**src/sv/khash_pkg.sv**
```systemverilog
`timescale 1ns / 1ps

package khash_pkg;

    // field widths fixed by the item formats
    localparam int KEY_W       = 64;
    localparam int KEY_BYTES   = KEY_W / 8;
    localparam int LEN_W       = 8;
    localparam int KIND_W      = 8;
    localparam int SLOT_W      = 6;
    localparam int SHIFT_W     = 6;
    localparam int COUNT_W     = 8;
    localparam int CFG_INDEX_W = 1;

    // longest word that forms a key
    localparam int MAX_KEY_BYTES = 8;

    // default table depth
    localparam int TABLE_SIZE_DEF = 26;

    // depth of the queue between front and back
    localparam int QUEUE_DEPTH = 2;

    // configuration register indexes
    localparam logic [CFG_INDEX_W-1:0] REG_HASH_MULTIPLIER = 1'd0;
    localparam logic [CFG_INDEX_W-1:0] REG_PRODUCT_SHIFT   = 1'd1;

    // configuration reset values
    localparam logic [KEY_W-1:0]   HASH_MULTIPLIER_RST = 64'd359426152;
    localparam logic [SHIFT_W-1:0] PRODUCT_SHIFT_RST   = 6'd31;

    // action codes
    localparam logic ACT_LOOKUP = 1'b0;
    localparam logic ACT_INSERT = 1'b1;

    // incoming word
    typedef struct packed {
        logic              action;
        logic [KEY_W-1:0]  text_bytes;
        logic [LEN_W-1:0]  text_length;
        logic [KIND_W-1:0] kind_in;
    } item_t;

    // outgoing result
    typedef struct packed {
        logic               found;
        logic [KIND_W-1:0]  kind_out;
        logic [SLOT_W-1:0]  slot_index;
        logic               collided;
        logic [COUNT_W-1:0] collision_total;
    } result_t;

    // classified word handed from front to back
    typedef struct packed {
        logic              action;
        logic              key_valid;
        logic [KEY_W-1:0]  key;
        logic [KIND_W-1:0] kind;
        logic [SLOT_W-1:0] slot;
    } job_t;

    // configuration registers
    typedef struct packed {
        logic [KEY_W-1:0]   hash_multiplier;
        logic [SHIFT_W-1:0] product_shift;
    } cfg_t;

endpackage

```
**src/sv/khash_back.sv**
```systemverilog
`timescale 1ns / 1ps

module khash_back #(
    parameter int TABLE_SIZE = khash_pkg::TABLE_SIZE_DEF
) (
    input  logic               clk,
    input  logic               rst_n,
    input  logic               job_empty,
    output logic               job_pop,
    input  khash_pkg::job_t    job,
    output logic               empty,
    input  logic               pop,
    output khash_pkg::result_t result
);
    import khash_pkg::*;

    localparam int IDX_W = (TABLE_SIZE > 1) ? $clog2(TABLE_SIZE) : 1;
    localparam int ENT_W = KEY_W + KIND_W;

    typedef enum logic {
        B_IDLE,
        B_RESOLVE
    } back_state_t;

    back_state_t          state_reg;
    job_t                 cur_reg;
    logic [ENT_W-1:0]     rd_data_reg;
    logic [TABLE_SIZE-1:0] used_reg;
    logic [COUNT_W-1:0]   count_reg;
    logic                 out_valid_reg;
    result_t              result_reg;

    logic [ENT_W-1:0]     slot_mem [TABLE_SIZE];

    logic [IDX_W-1:0]     rd_idx;
    logic [IDX_W-1:0]     cur_idx;
    logic                 slot_used;
    logic                 do_insert;
    logic                 collide;
    logic                 hit;
    logic [COUNT_W-1:0]   count_next;
    result_t              result_next;

    assign rd_idx  = job.slot[IDX_W-1:0];
    assign cur_idx = cur_reg.slot[IDX_W-1:0];

    // take a job only when the result register is free or being drained
    assign job_pop = (state_reg == B_IDLE) && !job_empty && (!out_valid_reg || pop);

    // slot table: one read when a job is taken, one write on insert
    always_ff @(posedge clk)
    begin
        if (job_pop)
        begin
            rd_data_reg <= slot_mem[rd_idx];
        end
        if ((state_reg == B_RESOLVE) && do_insert)
        begin
            slot_mem[cur_idx] <= {cur_reg.key, cur_reg.kind};
        end
    end

    // compare stored key and classify the outcome
    assign slot_used = used_reg[cur_idx];
    assign do_insert = cur_reg.key_valid && (cur_reg.action == ACT_INSERT);
    assign collide   = do_insert && slot_used;
    assign hit       = cur_reg.key_valid && (cur_reg.action == ACT_LOOKUP) && slot_used &&
                       (rd_data_reg[ENT_W-1:KIND_W] == cur_reg.key);

    always_comb
    begin
        count_next = count_reg;
        if (collide && (count_reg != {COUNT_W{1'b1}}))
        begin
            count_next = count_reg + 1'b1;
        end
        result_next.found           = hit;
        result_next.kind_out        = hit ? rd_data_reg[KIND_W-1:0] : '0;
        result_next.slot_index      = cur_reg.key_valid ? cur_reg.slot : '0;
        result_next.collided        = collide;
        result_next.collision_total = count_next;
    end

    // job sequencing, occupancy, counter and result register
    always_ff @(posedge clk or negedge rst_n)
    begin
        if (!rst_n)
        begin
            state_reg     <= B_IDLE;
            used_reg      <= '0;
            count_reg     <= '0;
            out_valid_reg <= 1'b0;
        end
        else
        begin
            if (pop && out_valid_reg)
            begin
                out_valid_reg <= 1'b0;
            end
            unique case (state_reg)
                B_IDLE:
                begin
                    if (job_pop)
                    begin
                        cur_reg   <= job;
                        state_reg <= B_RESOLVE;
                    end
                end
                B_RESOLVE:
                begin
                    if (do_insert)
                    begin
                        used_reg[cur_idx] <= 1'b1;
                    end
                    count_reg     <= count_next;
                    result_reg    <= result_next;
                    out_valid_reg <= 1'b1;
                    state_reg     <= B_IDLE;
                end
                default:
                begin
                    state_reg <= B_IDLE;
                end
            endcase
        end
    end

    assign empty  = !out_valid_reg;
    assign result = result_reg;

endmodule

```
**config.mk**
```make
export PLATFORM = sky130hd
export DESIGN_NAME = khash_back
export DESIGN_NICKNAME = d
export VERILOG_FILES = /design/src/sv/khash_pkg.sv /design/src/sv/khash_back.sv
export SDC_FILE = /design/constraint.sdc
export NUM_CORES = 2
export LEC_CHECK = 0
export BUFFER_PORTS_ARGS = -buffer_cell sky130_fd_sc_hd__buf_2
export CAP_MARGIN = 20
export CORE_UTILIZATION = 63
export CTS_CLUSTER_DIAMETER = 60
export DETAILED_ROUTE_END_ITERATION = 10
export GPL_TIMING_DRIVEN = 0
export PLACE_DENSITY = 0.8
export SLEW_MARGIN = 40
export SYNTH_ARGS = -nofsm -noshare
export SYNTH_HDL_FRONTEND = slang
export SYNTH_SLANG_ARGS = --single-unit
```
**constraint.sdc**
```tcl
create_clock -name clk -period 9.8 [get_ports clk]
set_clock_uncertainty 0.2 [all_clocks]
set_input_delay 0.98 -clock clk [delete_from_list [all_inputs] [get_ports clk]]
set_output_delay 0.98 -clock clk [all_outputs]
set_load 0.01 [all_outputs]
```
==> results.sh <==
export IMPL_status="finished with violations"
export IMPL_violations="DRC"
export IMPL_die_y_um=357
export IMPL_hp_class="primary input to flop"
export IMPL_cellPowerDensity_nw_per_um2=201
export IMPL_syn_nets=3466
export IMPL_grt_usage=0.340
export IMPL_start_util=0.638
export IMPL_antenna_found_initial=12
export IMPL_finalHoldViolCount=0
export IMPL_dp_cells=5284
export IMPL_nNetsFinal=3987
export IMPL_synth_seq_cells=2084
export IMPL_cts_made_buffers=199
export IMPL_drt_iter0_markers=6739
export IMPL_fmax_mhz=236
export IMPL_dr_wl_met3_mm=24.6
export IMPL_top_layer_used="met5"
export IMPL_ios=110
export IMPL_synthesis_area_um2=79300
export IMPL_wl_met2_mm=106
export IMPL_cellLeakagePower_nw=29.8
export IMPL_place_hpwl_mm=124
export IMPL_grt_pass1_vias=41700
export IMPL_synth_area_leaders="edfxtp_1, mux4_2, dfrtp_1"
export IMPL_clk_path_buf_depth=3
export IMPL_setup_viol=0
export IMPL_timing_max_cap_violations=0
export IMPL_slew_viol_final=0
export IMPL_crit_type="flop to flop"
export IMPL_largest_reg_flops=1872
export IMPL_final_cell_area_um2=92400
export IMPL_min_period_ps=4230
export IMPL_fin_total_pwr_w=0.0186
export IMPL_cp_arrival_ps=4730
export IMPL_avgViaCountPerCell=7.21
export IMPL_synth_mux_area_frac=0.165
export IMPL_layout_cells_non_filler=5714
export IMPL_synth_async_reset_ratio=0.0173
export IMPL_startpoint_type="flop"
export IMPL_synth_distinct_cells=47
export IMPL_die_area_um2=127000
export IMPL_grt_max_degree=39
export IMPL_cp_required_ps=10300
export IMPL_cpPeakStageDelay_ps=910
export IMPL_whs_path_depth=1
export IMPL_synth_warnings=0
export IMPL_area_delta_synth_final_pct=16.5
export IMPL_cp_slowest_cell="nor4b_4"
export IMPL_yosysTopAreaCell="edfxtp_1"
export IMPL_route_vias_total=41200
export IMPL_rsz0062_at_grt="false"
export IMPL_rows=129
export IMPL_place_area_um2=85200
export IMPL_crit_chain="buf_6, xnor2_1, nand4_1, nor4_1, nand4_1, nor4b_4, and2_1"
export IMPL_synth_compound_area_share=0.0137
export IMPL_antenna_left=0
export IMPL_n_fill_cell=6086
export IMPL_synthTopCellsByCount="edfxtp_1, mux4_2, clkbuf_1, mux2i_1, nor2b_1"
export IMPL_yosysMostFrequentCell="edfxtp_1"
export IMPL_clk_latency_ps=850
export IMPL_rr_worst_depth=7
export IMPL_htreeDepth=4
export IMPL_drcViolationCount=2
export IMPL_wl_mm=215
export IMPL_wl_met1_mm=71.6
export IMPL_clkTransAtPathRegs_ps=70
export IMPL_yosysSeqAreaShare=0.787
export IMPL_maxSlewHeadroom=0.385
export IMPL_vdd_drop_max_v=0.000189
export IMPL_core_area_um2=124000
export IMPL_synth_top_family_by_area="multiplexers"
export IMPL_synthSimpleGateAreaFrac=0.0167
export IMPL_layout_drive_gt1_share=0.329
export IMPL_cp_common_cell="nand4_1"
export IMPL_synth_top_area_frac=0.776
export IMPL_portBuffers=109
export IMPL_cp_end_kind="flop"
export IMPL_synthAdderAreaFrac=0.000158
export IMPL_worstMarginPinSlew_ps=922
export IMPL_grt_pass1_wl_mm=300
export IMPL_dr_pass1_iters=9
export IMPL_pre_cts_ws_ps=5240
export IMPL_cts_tree="built"
export IMPL_cts_root_buf="clkbuf_16"
export IMPL_wl_per_cell_um=37.6
export IMPL_timing_final_crit_share=0.432
export IMPL_syn_inst=3381
export IMPL_fin_setup_tns_ps=0
export IMPL_synth_flop_cell="edfxtp_1"
export IMPL_gp_congestion=0.814
export IMPL_cp_max_fo=17
export IMPL_synth_xor_area_share=0.00619
export IMPL_grt_ovfl_total=0
export IMPL_synth_edf_count=2048
export IMPL_layout_setup_ws_ps=5570
export IMPL_clock_sinks=2084
export IMPL_die_width_um=357
export IMPL_synth_avg_cell_area_um2=23.4
## worst max-delay path: cells and delay by family, from the launching register on
| family | cells | cell delay, ps |
|---|---|---|
| xor+xnor | 1 | 680 |
| simple gates | 5 | 2450 |
| flops | 1 | 530 |
| buf+inv | 1 | 230 |
## layout make-up
type,instances,area [um2],area share
diodes,3,7.51,0.0000813
inverters,19,71.3,0.000772
clock buffers,247,5280,0.0572
plain buffers,169,871,0.00943
well taps,1637,2050,0.0222
repair buffers,320,4280,0.0463
flip-flops and latches,2084,62400,0.675
multi-input cells,1109,16200,0.175
clock inverters,126,1230,0.0133
## power breakdown
part | switching [W] | internal (W)
Sequential | 0.0000867 | 0.00984
Clock | 0.00345 | 0.00433
Combinational | 0.000535 | 0.000376
## routing by layer
metal,vias to the layer above,GRT usage
li1,15400,-
met1,21200,0.434
met2,3769,0.556
met3,783,0.0770
met4,8,0.169
met5,-,0
## what timing repair did
| item | 4_1_cts | 5_1_grt |
|---|---|---|
| hold buffers | 0 | 1 |
| endpoints found under the hold margin | 0 | 36 |
| setup buffers | 0 | 0 |
| resized for setup | 0 | 0 |
## cells in the final DEF, fill, tap and decap left out, drive strengths merged, types with 11 or more instances in the layout
cell       n
buf      389
xnor2     48
or2       28
mux4     506
a211oi    72
dfrtp     36
inv       28
mux2i     81
a21oi     72
nor2b     76
nand4     19
and2      18
edfxtp  2048
clkbuf   346
nand2b    11
mux2      76
bufinv    18
nor2      30
clkinv    91
## final timing paths
check                             from           end  slack (ps)
setup / recovery           cur_reg[56]    result[15]        5570
hold reg to reg            used_reg[7]   used_reg[7]         270
min in group asynchronous        rst_n  count_reg[5]         460
max in group asynchronous        rst_n  used_reg[17]        8550
setup reg to reg           cur_reg[56]    result[15]        5570
hold / removal                  job[8]    cur_reg[8]         110
## kinds of logic (layout without fill, tap and decap cells)
group / count (synthesis) / count (layout)
DFF: 2084 / 2084
muxes: 663 / 663
other: 0 / 3
buffers and inverters: 188 / 881
and+or+nand+nor: 222 / 222
xor gates and xnor gates: 56 / 56
AOI/OAI and AO/OA: 167 / 167
adders and majority gates: 1 / 1
## through the flow
stage / util / hold slack (ps)
after global placement: 0.659 / 247
final: 0.743 / 114
after global routing: 0.743 / 88.3
after floorplan: - / 234
after detailed placement: 0.686 / 254
after CTS: 0.738 / 56.5
No activity file was read; power rests on OpenSTA's default activity.
